File: src/design/bds_pkg.sv
`timescale 1ns / 1ps

package bds_pkg;

  localparam int MAX_WIDTH  = 4096;
  localparam int HEIGHT_CAP = 4096;
  localparam int LINE_DEPTH = MAX_WIDTH / 2;
  localparam int X_W        = $clog2(LINE_DEPTH);
  localparam int COL_W      = X_W + 1;
  localparam int ROW_W      = $clog2(HEIGHT_CAP);
  localparam int DIM_W      = 13;
  localparam int CNT_CH_W   = 3;
  localparam int CFG_IDX_W  = 2;
  localparam int NUM_LANES  = 4;
  localparam int PIX_W      = 8;
  localparam int SUM_W      = PIX_W + 1;
  localparam int TOT_W      = PIX_W + 2;

  typedef enum logic [CFG_IDX_W-1:0] {
    REG_IMAGE_WIDTH   = 2'd0,
    REG_IMAGE_HEIGHT  = 2'd1,
    REG_CHANNEL_COUNT = 2'd2
  } cfg_reg_t;

  // per-pixel decisions from the position counters
  typedef struct packed {
    logic                 load_hold;
    logic                 use_hold;
    logic                 wr_line;
    logic                 rd_line;
    logic                 emit;
    logic                 last;
    logic [1:0]           shift;
    logic [X_W-1:0]       x;
    logic [NUM_LANES-1:0] lane_en;
  } step_t;

  typedef struct packed {
    logic       load_hold;
    logic       use_hold;
    logic       take;
    logic       use_line;
    logic [1:0] shift;
  } lane_ctl_t;

endpackage

File: src/design/bds_lane.sv
`timescale 1ns / 1ps

module bds_lane (
  input  logic                      clk,
  input  logic                      accept,
  input  logic                      lane_en,
  input  logic [bds_pkg::PIX_W-1:0] pix,
  input  bds_pkg::lane_ctl_t        ctl,
  input  logic [bds_pkg::SUM_W-1:0] line_sum,
  output logic [bds_pkg::SUM_W-1:0] pair_sum,
  output logic [bds_pkg::PIX_W-1:0] result
);

  logic [bds_pkg::PIX_W-1:0] pix_m;
  logic [bds_pkg::PIX_W-1:0] hold_r;
  logic [bds_pkg::SUM_W-1:0] pair_r;
  logic [bds_pkg::TOT_W-1:0] tot;
  logic [bds_pkg::TOT_W-1:0] mean;

  assign pix_m    = lane_en ? pix : '0;
  assign pair_sum = ctl.use_hold ? ({1'b0, hold_r} + {1'b0, pix_m}) : {1'b0, pix_m};

  always_ff @(posedge clk) begin
    if (accept && ctl.load_hold) begin
      hold_r <= pix_m;
    end
    if (ctl.take) begin
      pair_r <= pair_sum;
    end
  end

  // finish the block with the even-row pair from the line buffer
  assign tot    = bds_pkg::TOT_W'(pair_r) +
                  (ctl.use_line ? bds_pkg::TOT_W'(line_sum) : '0);
  assign mean   = tot >> ctl.shift;
  assign result = mean[bds_pkg::PIX_W-1:0];

endmodule

File: config.mk
export PLATFORM = sky130hd
export DESIGN_NAME = bds_lane
export DESIGN_NICKNAME = d
export VERILOG_FILES = /design/src/design/bds_pkg.sv /design/src/design/bds_lane.sv
export SDC_FILE = /design/constraint.sdc
export NUM_CORES = 1
export LEC_CHECK = 0
export ABC_AREA = 1
export BUFFER_PORTS_ARGS = -buffer_cell sky130_fd_sc_hd__buf_2
export CORE_ASPECT_RATIO = 1.75
export CORE_MARGIN = 3
export CORE_UTILIZATION = 58
export CTS_CLUSTER_DIAMETER = 100
export DETAILED_ROUTE_END_ITERATION = 7
export PLACE_DENSITY_LB_ADDON = 0.1
export RECOVER_POWER = 100
export SYNTH_ARGS = -nofsm -noshare
export SYNTH_HDL_FRONTEND = slang
export SYNTH_SLANG_ARGS = --single-unit
File: constraint.sdc
create_clock -name clk -period 3.1 [get_ports clk]
set_input_delay 0.155 -clock clk [delete_from_list [all_inputs] [get_ports clk]]
set_output_delay 0.155 -clock clk [all_outputs]
set_load 0.05 [all_outputs]
==> metrics.txt, run 1 <==
top post-synthesis cells by area edfxtp_1 (29%), nand2_1 (18%), ha_1 (12%); Synth warnings 0; first-pass GRT wire length 6.62 mm; RSZ-0062 raised after global routing no; CTS sink count 17; Yosys top cell area share 29.4%; Die Ht 78.4 um; setup TNS 0 ns; Reg area 510 sq um; Req. time, crit path 2.94 ns; Pwr Density 441 nW/um^2; Seq/Total Area, Yosys 29.4%; die width 47.4 um; status finished, final reports clean; Setup Fix Bufs, Post-CTS 0; Rows 25; DRT antenna net count 0; Post-Syn Instances 254; crit share post-route 83.8%; relative slew slack 59.9%; clock-pin transition on the worst setup and hold timing paths 0.07 ns; clk_lat worst skew 0.26 ns; Post-route DRC 0; Max Fclk 0.385 GHz; critical path arrival 2.44 ns; max-capacitance violation count 0; Max Slew Vio Count 0; Iter 0 DRT Violations 55; I/O pin count 43; pre-CTS setup slack 0.983 ns; via density per instance 5.47; HPWL Detailed 3.36 mm; leakage power 1.11 nW; largest net degree at the start of global routing 13; Ant. Diodes 0; synthesized area 1740 sq um; post-route clock skew 0.00201 ns; # fillers 271; CTS H-tree depth 1; Clock Tree Buf Depth 2; grt ovf 0; routed wire length per instance 12.5 um; CTS Root Cell clkbuf_8; final hold vios 0; fin crit period 2.60 ns; final worst setup slack 0.503 ns; Post-synth top flop edfxtp_1; GRT Overall Usage 24.1%; endpoint class of the critical path output port; die area 3710 sq um; proportion of layout cells with a drive suffix above 1 10.5%; Worst-Margin Slew 0.604 ns; Post-synth EDFFs 17; final RePlAce weighted congestion 0.885; DR pass1 iterations 5; Distinct cells, synth 24; Synth async-reset ratio 0%; Worst Setup Path Type reg -> out; startpoint type of the worst setup path register; Initial Util 62.3%; post-cts sizing count 0; Hold Crit Class in -> reg; most common cell in the synthesized netlist nand2_1; Total Power 0.867 mW; total core area 2780 sq um; # setup viols final 0; final core utilization 70.6%; Seq cells post-synth 17; Num CTS Buffers 3; fin nets 341; worst vdd ir 0.000383 V; Synth top cells by count nand2_1 (84), inv_1 (45), nand3_1 (40), edfxtp_1 (17), ha_1 (17); Avg Cell Area, Syn 6.83 sq um; WL final 4.02 mm; crit-path max FO 3; area of the multi-input gates 1020 sq um; syn_nets 299; hold_buf cts 0; CTS tree yes; vias in the first global route 1,680; Synth area leader edfxtp_1; PortBufs 42; initial antenna violation count 0; Vias 1,761; Area Growth Syn to Fin 13.3%
==> critical path, cell delays in order (launching register included) <==
cell and delay (ns):
edfxtp_1 0.38, ha_1 0.24, fa_1 0.41, nand3_1 0.09, nand2_1 0.11, a21oi_1 0.18, xor2_1 0.15, nand2_1 0.06
nand2_1 0.07, clkbuf_1 0.47
==> layout make-up <==
class	count	share of cell area, %
flip-flops and latches	17	26.0
clock buffers	3	2.10
inverters	45	8.59
well taps	27	1.72
multi-input cells	187	51.9
repair buffers	42	9.48
clock inverters	1	0.255
==> layer usage <==
layer / share of wire, % / GRT usage (%) / up-vias
met5: 0 / 0 / -
met4: 3.7 / 12.7 / 0
met3: 3.4 / 1.83 / 12
met2: 59 / 46.0 / 51
met1: 33 / 22.5 / 795
li1: - / - / 903
==> kinds of logic after synthesis <==
group,synth area share [%]
buf+inv,11.8
compound gates,6.92
simple gates,34.8
xor+xnor,2.52
fa+ha+maj,14.6
flops,29.4
==> state kept, by name, summed over array words and instances, names as in the netlist <==
register,cells
hold_r,8
pair_r,9
==> layout by cell type, fill, tap and decap left out, drive strengths merged <==
cell     n
o21bai   2
fa       2
nand4    2
nor2     9
xor2     1
nand3b   1
nand3   40
o21ai    9
xnor2    4
clkinv   1
o22ai    1
ha      17
a31oi    1
or2      3
edfxtp  17
a21oi    8
nand2   86
buf     23
o211ai   1
inv     45
clkbuf  22
==> power breakdown <==
group / internal [mW] / total [mW] / switching, mW
Clock: 0.0894 / 0.171 / 0.0816
Sequential: 0.277 / 0.285 / 0.00790
Combinational: 0.115 / 0.412 / 0.297
==> worst paths after layout <==
check	cells past startpoint	startpoint	end	slack, ns
min	3	pix[0]	hold_r[0]	0.20
max reg2reg	8	hold_r[0]	pair_r[6]	1.24
min reg2reg	3	hold_r[0]	pair_r[0]	0.74
max	9	hold_r[0]	pair_sum[6]	0.50
==> through the flow <==
stage                     area [sq um]  std cells  hold slack, ns
after detailed placement          1940        318           0.468
after floorplan                   1740        254           0.267
after CTS                         1990        322           0.208
after global placement            1940        318           0.455
final                             1970        322           0.203
after global routing              1970        322           0.240
No activity file was read; power rests on OpenSTA's default activity.
==> run 2, diff against run 1 <==
Settings changed: CORE_UTILIZATION 58 to 54.
Clock period 3.1 ns to 2.4 ns, I/O delays scaled along.
==> metrics.txt, run 2 (synthesis results as in run 1) <==
status finished, final reports clean; # fillers 287; Clock Tree Buf Depth 2; Total Power 1.14 mW; CTS tree yes; Critical path origin hold_r[0]; HPWL Detailed 3.32 mm; Req. time, crit path 2.28 ns; WL final 3.93 mm; # setup viols final 0; max reg flops 9; leakage power 1.16 nW; Rows 26; crit share post-route 94.1%; largest net degree at the start of global routing 13; Ant. Diodes 0; Comb pwr share 48.7%; final RePlAce weighted congestion 0.874; RSZ-0062 raised after global routing no; max-capacitance violation count 0; Num CTS Buffers 3; grt ovf 0; Pwr Density 561 nW/um^2; Post-route DRC 0; DR pass1 iterations 4; Flop pwr share 32.2%; GRT Overall Usage 21.5%; Hold Crit Class in -> reg; fin crit period 2.26 ns; Initial Util 58.0%; Die Ht 81.0 um; Vias 1,768; initial antenna violation count 0; CTS H-tree depth 1; die width 48.9 um; Max Fclk 0.443 GHz; via density per instance 5.25; final hold vios 0; clock-pin transition on the worst setup and hold timing paths 0.07 ns; fin nets 341; R2R Path Start hold_r[0]; startpoint type of the worst setup path register; clk_lat worst skew 0.26 ns; GR peak layer met2; CTS Root Cell clkbuf_8; worst vdd ir 0.000459 V; proportion of layout cells with a drive suffix above 1 16.6%; Top reg by flops pair_r; total core area 2990 sq um; commonest non-fill, non-tap cell in the layout nand2_1; DP Cell Count 333; post-route insts no fill 337; Hold Startpoint pix[0]; Worst Setup Path Type reg -> out; GR Layer Usage met2 45.4%; relative slew slack 60.7%; Post-Layout Inst Area 2030 sq um; I/O pin count 43; GR Util met1 19.2%; DRT antenna net count 0; sw frac 43.9%; critical path arrival 2.14 ns; clock power share 19.1%; global routing usage on met3 1.10%; vias in the first global route 1,734; first-pass GRT wire length 6.80 mm; Hold Slack 0.174 ns; Area Growth Syn to Fin 16.8%; Net Switching 0.499 mW; commonest cells after routing, fill and taps aside nand2_1 (83), inv_1 (45), nand3_1 (39); Iter 0 DRT Violations 38; Int Pwr 0.638 mW; post-route clock skew 0.00177 ns; routed wire length per instance 11.7 um; crit-path max FO 3; PortBufs 42; endpoint class of the critical path output port; CTS sink count 17; Top Registers pair_r (9), hold_r (8); Worst-Margin Slew 0.592 ns; setup TNS 0 ns; die area 3960 sq um; Max Slew Vio Count 0; DP Area 1960 sq um
## run 2: changes by cell type in the layout (fill, tap and decap cells not counted), moves of 2 or more
| cell | previous run | this run |
|---|---|---|
| clkbuf_1 | 19 | 5 |
| clkbuf_2 | 0 | 10 |
| clkbuf_4 | 0 | 2 |
| o21ai_0 | 9 | 7 |
| o21ai_1 | 0 | 2 |
## run 2: worst paths after layout
check	depth (start not counted)	slack (ns)	end
setup / recovery	7	0.14	pair_sum[4]
hold / removal	3	0.17	hold_r[0]
setup reg to reg	8	0.55	pair_r[6]
hold reg to reg	3	0.75	pair_r[0]
## run 2: layout make-up
cell class              instances  area [sq um]  area share, %
clock buffers                   3          41.3           2.04
multi-input cells             187          1030           51.0
clock inverters                 1          5.00          0.247
flip-flops and latches         17           510           25.2
repair buffers                 42           215           10.6
inverters                      45           169           8.33
well taps                      42          52.6           2.59
## run 2: metrics by stage
| stage | worst slack, ns | util (%) |
|---|---|---|
| after floorplan | 0.0526 | - |
| after global placement | 0.370 | 65.6 |
| after detailed placement | 0.320 | 65.6 |
| after CTS | 0.0315 | 67.1 |
| after global routing | 0.00509 | 67.7 |
| final | 0.141 | 67.7 |
## run 2: critical path, stage by stage (launching register included)
cell and delay [ns]:
edfxtp_1 0.37, ha_1 0.23, fa_1 0.41, nand3_1 0.10, nand2_2 0.10, xnor2_1 0.15
o21ai_1 0.20, clkbuf_2 0.32
## run 2: layer usage
layer / share of wire, % / up-vias
li1: - / 908
met1: 35 / 796
met2: 58 / 47
met3: 3.1 / 17
met4: 4.4 / 0
met5: 0 / -
## run 2: power groups by stage
stage / clock network, mW / logic (mW) / registers, mW
after global routing: 0.227 / 0.613 / 0.369
after CTS: 0.219 / 0.546 / 0.366
after global placement: 0 / 0.537 / 0.371
after floorplan: 0 / 0.428 / 0.371
after detailed placement: 0 / 0.543 / 0.373
final: 0.218 / 0.554 / 0.366
## run 2: what timing repair did
action	4_1_cts	5_1_grt
hold buffers	0	0
resized for setup	0	9
setup endpoints to repair	0	6
buffers inserted	0	0
==> run 3, diff against run 2 <==
Settings changed: CORE_MARGIN 3 to default.
==> metrics.txt, run 3 (synthesis results as in run 1) <==
status finished, final reports clean; DR pass1 iterations 4; clk_lat worst skew 0.26 ns; leakage power 1.16 nW; hold_buf cts 0; GR Util met1 18.6%; worst vdd ir 0.000445 V; setup TNS 0 ns; crit-path max FO 3; CTS sink count 17; post-route clock skew 0.00305 ns; Hold Crit Class in -> reg; CTS Root Cell clkbuf_8; GR Layer Usage met2 48.8%; Worst-Margin Slew 0.599 ns; max reg flops 9; Req. time, crit path 2.28 ns; fin crit period 2.30 ns; final RePlAce weighted congestion 0.884; GRT Overall Usage 24.2%; die width 44.9 um; proportion of layout cells with a drive suffix above 1 15.9%; DRT antenna net count 0; first-pass GRT wire length 6.09 mm; # fillers 303; final hold vios 0; CTS H-tree depth 1; Hold Startpoint pix[0]; Iter 0 DRT Violations 39; fin nets 341; Num CTS Buffers 3; HPWL Detailed 3.24 mm; initial antenna violation count 0; Total Power 1.14 mW; commonest cells after routing, fill and taps aside nand2_1 (84), inv_1 (45), nand3_1 (39); total core area 2990 sq um; Ant. Diodes 0; Hold Slack 0.167 ns; Clock Tree Buf Depth 2; largest net degree at the start of global routing 13; DP Cell Count 333; CTS tree yes; endpoint class of the critical path output port; I/O pin count 43; Vias 1,723; clock-pin transition on the worst setup and hold timing paths 0.06 ns; Initial Util 58.0%; Top reg by flops pair_r; Pwr Density 563 nW/um^2; routed wire length per instance 11.4 um; Critical path origin hold_r[0]; R2R Path Start hold_r[0]; max-capacitance violation count 0; Max Fclk 0.436 GHz; Worst Setup Path Type reg -> out; Die Ht 77.0 um; vias in the first global route 1,619; via density per instance 5.11; WL final 3.85 mm; critical path arrival 2.18 ns; PortBufs 42; Max Slew Vio Count 0; post-route insts no fill 337; Top Registers pair_r (9), hold_r (8); Area Growth Syn to Fin 16.4%; crit share post-route 95.6%; global routing usage on met3 2.12%; grt ovf 0; commonest non-fill, non-tap cell in the layout nand2_1; relative slew slack 60.2%; final core utilization 67.5%; Post-route DRC 0; GR peak layer met2; Rows 26; startpoint type of the worst setup path register; # setup viols final 0; die area 3450 sq um
run 3: changes by cell type in the layout (fill, tap and decap cells not counted):
| cell | change |
|---|---|
| a21oi_1 | +1 |
| a21oi_2 | -1 |
| buf_2 | +1 |
| buf_4 | +1 |
| buf_6 | -1 |
| clkbuf_2 | -1 |
| clkbuf_4 | +1 |
| clkinv_2 | -1 |
| nand2_1 | +1 |
| nand2_2 | -1 |
run 3: through the flow:
step / setup WS, ns / cell area, sq um
6_report: 0.105 / 2020
5_1_grt: -0.00470 / 2020
4_1_cts: 0.0516 / 2010
3_5_place_dp: 0.324 / 1960
3_3_place_gp: 0.369 / 1960
2_1_floorplan: 0.0526 / 1740
run 3: per-layer routing:
layer  wire length (um)  vias up  part of all wire [%]
met5                  0        -                     0
met4                151        0                   3.9
met1               1270      760                    33
li1                   -      904                     -
met2               2300       47                    60
met3                132       12                   3.4
run 3: layout make-up:
cell class	count	area, sq um	share of cell area (%)
multi-input cells	187	1030	50.9
inverters	45	169	8.36
flip-flops and latches	17	510	25.3
repair buffers	42	215	10.7
clock buffers	4	45.0	2.23
well taps	42	52.6	2.60
run 3: power breakdown:
group          switching [mW]  total (mW)  internal [mW]
Combinational           0.385       0.551          0.166
Sequential            0.00852       0.366          0.357
Clock                   0.102       0.220          0.118
Total                   0.495        1.14          0.642
run 3: critical path, cell delays in order (launching register included):
cell	delay [ns]
edfxtp_1	0.37
ha_1	0.24
fa_1	0.42
nand3_1	0.09
nand2_1	0.12
a21oi_1	0.18
xor2_1	0.17
nand2_1	0.07
nand2_1	0.07
buf_4	0.19
run 3: path summary, 6_finish.rpt:
kind | end | slack [ns] | cells past startpoint
min reg2reg | pair_r[0] | 0.75 | 3
min | hold_r[0] | 0.17 | 3
max reg2reg | pair_r[6] | 0.53 | 8
max | pair_sum[6] | 0.10 | 9
run 3: what timing repair did:
item / 4_1_cts / 5_1_grt
gates resized for setup: 0 / 7
setup endpoints to repair: 0 / 6
buffers inserted: 0 / 0
