===== config.mk =====
export PLATFORM = sky130hd
export DESIGN_NAME = bds_ctrl
export DESIGN_NICKNAME = d
export VERILOG_FILES = /design/src/design/bds_pkg.sv /design/src/design/bds_ctrl.sv
export SDC_FILE = /design/constraint.sdc
export NUM_CORES = 1
export LEC_CHECK = 0
export BUFFER_PORTS_ARGS = -buffer_cell sky130_fd_sc_hd__buf_2
export CAP_MARGIN = 20
export CORE_ASPECT_RATIO = 0.6
export CORE_MARGIN = 4
export CORE_UTILIZATION = 55
export DETAILED_ROUTE_END_ITERATION = 8
export MAX_ROUTING_LAYER = met4
export PLACE_DENSITY = 0.75
export SKIP_LAST_GASP = 1
export SLEW_MARGIN = 30
export SYNTH_ARGS = -nofsm -noshare
export SYNTH_HDL_FRONTEND = slang
export SYNTH_SLANG_ARGS = --single-unit

===== constraint.sdc =====
create_clock -name clk -period 4.42 [get_ports clk]
set_clock_uncertainty 0.05 [all_clocks]
set_input_delay 0.221 -clock clk [delete_from_list [all_inputs] [get_ports clk]]
set_output_delay 0.221 -clock clk [all_outputs]
set_load 0.05 [all_outputs]

===== src/design/bds_pkg.sv =====
`timescale 1ns / 1ps

package bds_pkg;

  localparam int MAX_WIDTH  = 4096;
  localparam int HEIGHT_CAP = 4096;
  localparam int LINE_DEPTH = MAX_WIDTH / 2;
  localparam int X_W        = $clog2(LINE_DEPTH);
  localparam int COL_W      = X_W + 1;
  localparam int ROW_W      = $clog2(HEIGHT_CAP);
  localparam int DIM_W      = 13;
  localparam int CNT_CH_W   = 3;
  localparam int CFG_IDX_W  = 2;
  localparam int NUM_LANES  = 4;
  localparam int PIX_W      = 8;
  localparam int SUM_W      = PIX_W + 1;
  localparam int TOT_W      = PIX_W + 2;

  typedef enum logic [CFG_IDX_W-1:0] {
    REG_IMAGE_WIDTH   = 2'd0,
    REG_IMAGE_HEIGHT  = 2'd1,
    REG_CHANNEL_COUNT = 2'd2
  } cfg_reg_t;

  // per-pixel decisions from the position counters
  typedef struct packed {
    logic                 load_hold;
    logic                 use_hold;
    logic                 wr_line;
    logic                 rd_line;
    logic                 emit;
    logic                 last;
    logic [1:0]           shift;
    logic [X_W-1:0]       x;
    logic [NUM_LANES-1:0] lane_en;
  } step_t;

  typedef struct packed {
    logic       load_hold;
    logic       use_hold;
    logic       take;
    logic       use_line;
    logic [1:0] shift;
  } lane_ctl_t;

endpackage


===== src/design/bds_ctrl.sv =====
`timescale 1ns / 1ps

module bds_ctrl (
  input  logic                          clk,
  input  logic                          rst_n,
  input  logic                          cfg_we,
  input  logic [bds_pkg::CFG_IDX_W-1:0] cfg_addr,
  input  logic [bds_pkg::DIM_W-1:0]     cfg_wdata,
  input  logic                          accept,
  output bds_pkg::step_t                step
);

  localparam int DW = bds_pkg::DIM_W;
  localparam int CW = bds_pkg::COL_W;
  localparam int RW = bds_pkg::ROW_W;

  logic [DW-1:0]                width_r, width_nxt;
  logic [DW-1:0]                height_r, height_nxt;
  logic [bds_pkg::CNT_CH_W-1:0] chans_r, chans_nxt;
  logic [CW-1:0]                col_r, col_nxt;
  logic [RW-1:0]                row_r, row_nxt;

  logic w1, h1, col_ok, row_ok, chan_ok, active, have_pair, last_x, last_y, restart;

  function automatic logic [DW-1:0] clamp_dim(input logic [DW-1:0] v,
                                              input logic [DW-1:0] cap);
    logic [DW-1:0] res;
    if (v == '0) begin
      res = DW'(1);
    end else if (v > cap) begin
      res = cap;
    end else begin
      res = v;
    end
    return res;
  endfunction

  always_comb begin
    w1      = width_r > DW'(1);
    h1      = height_r > DW'(1);
    // a trailing odd column or row has no partner
    col_ok  = !w1 || (CW'(col_r >> 1) != CW'(width_r >> 1));
    row_ok  = !h1 || (RW'(row_r >> 1) != RW'(height_r >> 1));
    last_x  = !w1 || (CW'(col_r >> 1) == CW'((width_r >> 1) - DW'(1)));
    last_y  = !h1 || (RW'(row_r >> 1) == RW'((height_r >> 1) - DW'(1)));
    chan_ok = (chans_r >= bds_pkg::CNT_CH_W'(1)) &&
              (chans_r <= bds_pkg::CNT_CH_W'(bds_pkg::NUM_LANES));
    active    = chan_ok && (w1 || h1) && col_ok && row_ok;
    have_pair = active && (!w1 || col_r[0]);

    step.load_hold = active && w1 && !col_r[0];
    step.use_hold  = w1;
    step.wr_line   = have_pair && h1 && !row_r[0];
    step.rd_line   = have_pair && h1 && row_r[0];
    step.emit      = have_pair && (!h1 || row_r[0]);
    step.last      = last_x && last_y;
    step.shift     = {1'b0, w1} + {1'b0, h1};
    step.x         = w1 ? col_r[CW-1:1] : '0;
    for (int k = 0; k < bds_pkg::NUM_LANES; k++) begin
      step.lane_en[k] = bds_pkg::CNT_CH_W'(k) < chans_r;
    end
  end

  always_comb begin
    width_nxt  = width_r;
    height_nxt = height_r;
    chans_nxt  = chans_r;
    restart    = 1'b0;
    if (cfg_we) begin
      case (cfg_addr)
        bds_pkg::REG_IMAGE_WIDTH: begin
          width_nxt = clamp_dim(cfg_wdata, DW'(bds_pkg::MAX_WIDTH));
          restart   = 1'b1;
        end
        bds_pkg::REG_IMAGE_HEIGHT: begin
          height_nxt = clamp_dim(cfg_wdata, DW'(bds_pkg::HEIGHT_CAP));
          restart    = 1'b1;
        end
        bds_pkg::REG_CHANNEL_COUNT: begin
          chans_nxt = cfg_wdata[bds_pkg::CNT_CH_W-1:0];
          restart   = 1'b1;
        end
        default: begin
        end
      endcase
    end

    col_nxt = col_r;
    row_nxt = row_r;
    if (restart) begin
      col_nxt = '0;
      row_nxt = '0;
    end else if (accept) begin
      // advance raster position, wrap at frame end
      if (DW'(col_r) + DW'(1) >= width_r) begin
        col_nxt = '0;
        if (DW'(row_r) + DW'(1) >= height_r) begin
          row_nxt = '0;
        end else begin
          row_nxt = row_r + RW'(1);
        end
      end else begin
        col_nxt = col_r + CW'(1);
      end
    end
  end

  always_ff @(posedge clk) begin
    if (!rst_n) begin
      width_r  <= DW'(1);
      height_r <= DW'(1);
      chans_r  <= bds_pkg::CNT_CH_W'(bds_pkg::NUM_LANES);
      col_r    <= '0;
      row_r    <= '0;
    end else begin
      width_r  <= width_nxt;
      height_r <= height_nxt;
      chans_r  <= chans_nxt;
      col_r    <= col_nxt;
      row_r    <= row_nxt;
    end
  end

endmodule


==> impl_metrics.json, run 1 <==
{
  "timing.critical_path.slowest_stage_cell": "dfxtp_1",
  "num_rows": 25,
  "pin_count": 42,
  "ys_warn_count": 0,
  "cts_sinks": 53,
  "relSlewSlack": 0.507,
  "port_buffers": 41,
  "vias": 4440,
  "rsz0062_at_grt": "false",
  "htreeDepth": 2,
  "first_pass_iters": 5,
  "clockRootBuffer": "clkbuf_16",
  "n_fill_cell": 729,
  "via_per_inst": 6.23,
  "nNetsFinal": 655,
  "postCtsSetupRepairBufs": 0,
  "power_switching_mw": 0.378,
  "seq_area_frac_synth": 0.234,
  "drtAntennaViolNets": 0,
  "path_clk_slew_ps": 70,
  "die_h_um": 78.3,
  "synth_seq_cells": 53,
  "path_class": "reg2reg",
  "cp-end-kind": "flip-flop",
  "holdBufCountCts": 0,
  "critical-path-max-stage-delay_ps": 470,
  "cts_tree": "done",
  "period_share": 0.916,
  "antenna_cells": 0,
  "hold_class": "in2reg",
  "syn_area_per_cell_sq_um": 7.63,
  "hold_ws_ps": 143,
  "initial_core_util": 0.571,
  "gr-usage-all-layers": 0.258,
  "startpoint_type": "flip-flop",
  "gp_congestion": 1.01,
  "maxCapViolations": 0,
  "p_comb_frac": 0.230,
  "synthesis.area_sq_um": 4530,
  "die_x_um": 125,
  "hpwlAfterDp_um": 9780,
  "cts_resized": 0,
  "powerDensity_nw_per_um2": 254,
  "setup_slack_ps": 370,
  "wire_per_inst_um": 17.5,
  "p_total_mw": 1.24,
  "route.detailed.drc": 0,
  "final_cell_mix": "nand2_1 (78), dfxtp_1 (53), buf_2 (41), xor2_1 (36), nor2_1 (34)",
  "final_common_cell": "nand2_1",
  "hold_viol_final": 0,
  "crit_required_ps": 4520,
  "fmax_mhz": 247,
  "drv_slew": 0,
  "sequentialPowerShare": 0.404,
  "die-area_sq_um": 9810,
  "synth_flop_cell": "dfxtp_1",
  "p_leak_nw": 2.12,
  "tns_ps": 0,
  "dpl_worst_slack_ps": 658,
  "swShare": 0.304,
  "grt_max_degree": 32,
  "reg2reg_from": "col_r[0]",
  "worstMarginPinSlew_ps": 734,
  "grt.overflow.total": 0,
  "cp_cell_sequence": "ha_1, nand3_1, nor2_1, and3_1, and3_1, xor2_1, ha_1, a21oi_1, o21ai_0, o21a_1, o31a_1, nand2b_1, mux2i_1",
  "clk_latency_ps": 290,
  "synth_fp_nets": 645,
  "clkPwrFrac": 0.366,
  "grt_pass1_vias": 4068,
  "critPathLaunch": "col_r[0]",
  "antenna_found_initial": 0,
  "min-delay-start": "cfg_wdata[2]",
  "cp_data_arrival_time_ps": 4150,
  "finalSetupViolCount": 0,
  "fin_crit_ps": 4050,
  "synthCells": 594,
  "ys_async_sr_fraction": 0,
  "synth_edf_count": 0,
  "drtIter0Drc": 471,
  "run_status": "completed",
  "max-clock-path-buffers": 2,
  "cell_internal_pwr_mw": 0.864,
  "cts_made_buffers": 5,
  "ir_drop_v": 0.000173,
  "core_area_sq_um": 7950,
  "drive_gt1_frac": 0.127,
  "syn2layout_area_growth_pct": 7.89,
  "ys_types": 66,
  "crit_fanout": 11,
  "wl_um": 12500,
  "grt_pass1_wl_um": 20100
}
power by group through the flow:
stage | combinational [mW] | sequential [mW] | clock, mW
after floorplan | 0.223 | 0.504 | 0
after global placement | 0.272 | 0.511 | 0
after detailed placement | 0.281 | 0.512 | 0
after CTS | 0.283 | 0.501 | 0.460
after global routing | 0.306 | 0.503 | 0.475
final | 0.286 | 0.501 | 0.455
layout make-up:
| cell class | instances | area (sq um) | area share |
|---|---|---|---|
| Timing Repair Buffer | 45 | 235 | 0.0481 |
| Tap cell | 108 | 135 | 0.0276 |
| Multi-Input combinational cell | 466 | 3160 | 0.647 |
| Sequential cell | 53 | 1060 | 0.217 |
| Clock buffer | 7 | 143 | 0.0292 |
| Clock inverter | 1 | 30.0 | 0.00614 |
| Inverter | 33 | 124 | 0.0253 |
metrics by stage:
stage	area [sq um]	cells	util
floorplan	4530	594	-
global placement	4710	705	0.593
detailed placement	4720	705	0.594
CTS	4890	713	0.616
global route	4890	713	0.616
finish	4890	713	0.616
per-layer routing:
metal	wire, um	part of all wire	up-vias	GRT usage
met5	0	0	-	-
met4	64	0.0051	0	0.0422
met3	1310	0.10	10	0.0598
met2	5190	0.42	218	0.377
met1	5930	0.47	2086	0.368
li1	-	-	2126	-
synth_stat cells (3+ instances only):
cell | n | area, sq um
o21ai_0 | 10 | 50.1
a21o_1 | 5 | 37.5
xnor2_1 | 15 | 131
a32o_1 | 4 | 40.0
xor2_1 | 36 | 315
mux2i_1 | 5 | 50.1
nand4_1 | 15 | 93.8
a211oi_1 | 4 | 30.0
nand2b_1 | 12 | 75.1
a21oi_1 | 15 | 75.1
nor4b_1 | 3 | 26.3
or4_1 | 3 | 22.5
dfxtp_1 | 53 | 1060
a41oi_1 | 3 | 26.3
a21boi_0 | 25 | 188
a31oi_1 | 17 | 106
nor3_1 | 11 | 55.1
or2_2 | 5 | 31.3
or3_1 | 4 | 25.0
o22ai_1 | 4 | 25.0
nand3_1 | 18 | 90.1
nor2_1 | 34 | 128
nor2b_1 | 24 | 150
nor4_1 | 13 | 81.3
o21a_1 | 5 | 37.5
nand2_1 | 78 | 293
o211ai_1 | 9 | 67.6
inv_1 | 33 | 124
and2_1 | 3 | 18.8
buf_2 | 6 | 30.0
nand3b_1 | 6 | 45.0
clkbuf_1 | 30 | 113
and3_1 | 12 | 75.1
ha_1 | 32 | 400
logic make-up after synthesis:
logic type	synth area share
DFF	0.234
xor gates and xnor gates	0.0985
muxes	0.0110
AOI/OAI and AO/OA	0.189
buffers and inverters	0.0693
and+or+nand+nor	0.310
adders and majority gates	0.0883
flip-flops by register name, summed over array words and instances, names as in the netlist:
signal,flops
col_r,12
chans_r,3
height_r,13
width_r,13
row_r,12
final timing paths:
kind             endpoint  slack [ps]  cells after the start
max              row_r[0]         370                     13
min            chans_r[2]         140                      3
max reg2reg      row_r[0]         370                     13
min reg2reg  height_r[10]         470                      2
critical path, delay by kind of cell (launching register included):
family	cells	cell delay, ps
compound gates	4	1030
xor+xnor	1	100
fa+ha+maj	2	620
flops	1	470
mux	1	170
simple gates	5	1460
Power figures use the tool's default switching activity.
==> inputs of run 2 (changes only) <==
==> constraint.sdc (replaced) <==
create_clock -name clk -period 4.42 [get_ports clk]
set_clock_uncertainty 0.05 [all_clocks]
set_input_delay 0.884 -clock clk [delete_from_list [all_inputs] [get_ports clk]]
set_output_delay 0.884 -clock clk [all_outputs]
set_load 0.05 [all_outputs]
==> run 2 against run 1 <==
- flip-flop and latch count stayed put
- die area unchanged
- first-iteration DRC count is 15% higher
- critical path type is now reg2out
- non-clock buffer count grew 2
- clock power is 11% lower
- largest power group unchanged
- critical path depth down 4
==> impl_metrics.json, run 2 (synthesis results as in run 1) <==
{
  "num_rows": 25,
  "grt_pass1_wl_um": 20900,
  "place_inst": 707,
  "rsz0062_at_grt": "false",
  "gp_congestion": 1.01,
  "drtIter0Drc": 541,
  "startpoint_type": "flip-flop",
  "tns_ps": 0,
  "final_core_util": 0.615,
  "finalSetupViolCount": 0,
  "ir_drop_v": 0.000167,
  "wire_per_inst_um": 17.5,
  "n_fill_cell": 739,
  "ff2ff_path_depth": 13,
  "drive_gt1_frac": 0.132,
  "holdBufCountCts": 0,
  "cp-end-kind": "output pin",
  "dpl_worst_slack_ps": 654,
  "first_pass_iters": 6,
  "port_buffers": 41,
  "maxCapViolations": 0,
  "period_share": 0.922,
  "cp_data_arrival_time_ps": 3140,
  "powerDensity_nw_per_um2": 244,
  "die-area_sq_um": 9810,
  "hold_class": "reg2reg",
  "hold_viol_final": 0,
  "min-delay-start": "height_r[10]",
  "relSlewSlack": 0.471,
  "finalNonFillerCells": 715,
  "grt_pass1_vias": 4060,
  "initial_core_util": 0.571,
  "drv_slew": 0,
  "vias": 4425,
  "p_leak_nw": 2.12,
  "clockRootBuffer": "clkbuf_16",
  "core_area_sq_um": 7950,
  "reg2reg_from": "col_r[0]",
  "hold_ws_ps": 479,
  "run_status": "completed",
  "worstMarginPinSlew_ps": 788,
  "r2r_setup_slack_ps": 580,
  "dpl_cell_area_sq_um": 4730,
  "nNetsFinal": 657,
  "antenna_cells": 0,
  "fin_area_sq_um": 4890,
  "fin_crit_ps": 4070,
  "hpwlAfterDp_um": 9870,
  "cp_cell_sequence": "inv_1, ha_1, nor3b_2, a21boi_0, o221a_2, a2111oi_0, a41oi_1, a21oi_1, buf_2",
  "die_x_um": 125,
  "cts_resized": 0,
  "cts_made_buffers": 5,
  "final_cell_mix": "nand2_1 (78), dfxtp_1 (53), buf_2 (41), xor2_1 (36), nor2_1 (34)",
  "setup_slack_ps": 347,
  "clk_latency_ps": 300,
  "critPathLaunch": "width_r[2]",
  "crit_required_ps": 3490,
  "die_h_um": 78.3,
  "p_total_mw": 1.19,
  "via_per_inst": 6.19,
  "max-clock-path-buffers": 2,
  "pin_count": 42,
  "cts_sinks": 53,
  "fmax_mhz": 246,
  "wl_um": 12500,
  "drtAntennaViolNets": 0,
  "htreeDepth": 2,
  "path_clk_slew_ps": 70,
  "final_common_cell": "nand2_1",
  "antenna_found_initial": 0,
  "top_regs": "height_r x13, width_r x13",
  "syn2layout_area_growth_pct": 7.78,
  "grt.overflow.total": 0,
  "gr-usage-all-layers": 0.269,
  "grt_max_degree": 32,
  "critical-path-max-stage-delay_ps": 500,
  "rr_endpoint": "row_r[8]",
  "cts_tree": "done",
  "route.detailed.drc": 0,
  "postCtsSetupRepairBufs": 0,
  "timing.critical_path.slowest_stage_cell": "a2111oi_0",
  "worstSetupEndpoint": "step[17]",
  "path_class": "reg2out",
  "crit_fanout": 6
}
run 2: changes by cell type in the layout (fill, tap and decap cells not counted), sizes merged:
cell    previous run  this run
buf               45        47
clkinv             0         2
bufinv             1         0
clkbuf             7         6
run 2: layer usage:
metal	global-route usage	share of wire	vias to the layer above
met2	0.371	0.40	222
met1	0.396	0.49	2062
met5	-	0	-
met4	0.0498	0.0091	0
met3	0.0707	0.099	13
li1	-	-	2128
run 2: final cells by class:
class / instances / area [sq um] / area share
inverter: 33 / 124 / 0.0254
clock buffer: 6 / 139 / 0.0284
multi-input combinational: 466 / 3160 / 0.647
timing repair buffer: 47 / 250 / 0.0512
tap: 108 / 135 / 0.0277
sequential: 53 / 1060 / 0.217
clock inverter: 2 / 13.8 / 0.00282
run 2: power by group:
part	internal (mW)	switching (mW)
clock	0.226	0.181
combinational	0.0954	0.187
sequential	0.485	0.0163
run 2: worst min path at each step:
stage                              end  slack (ps)  cells after the start
after floorplan              row_r[11]         430                      1
after global placement     width_r[10]         460                      2
after detailed placement  height_r[10]         460                      2
after CTS                 height_r[10]         470                      2
after global routing      height_r[10]         490                      2
final                     height_r[10]         480                      2
run 2: critical path: cells and delay by family (launching register included):
family                   cells  cell delay, ps
AO/OA/AOI/OAI                5            1380
flip-flops                   1             380
buffers and inverters        2             410
AND/OR/NAND/NOR              1             400
adder cells (fa/ha/maj)      1             260
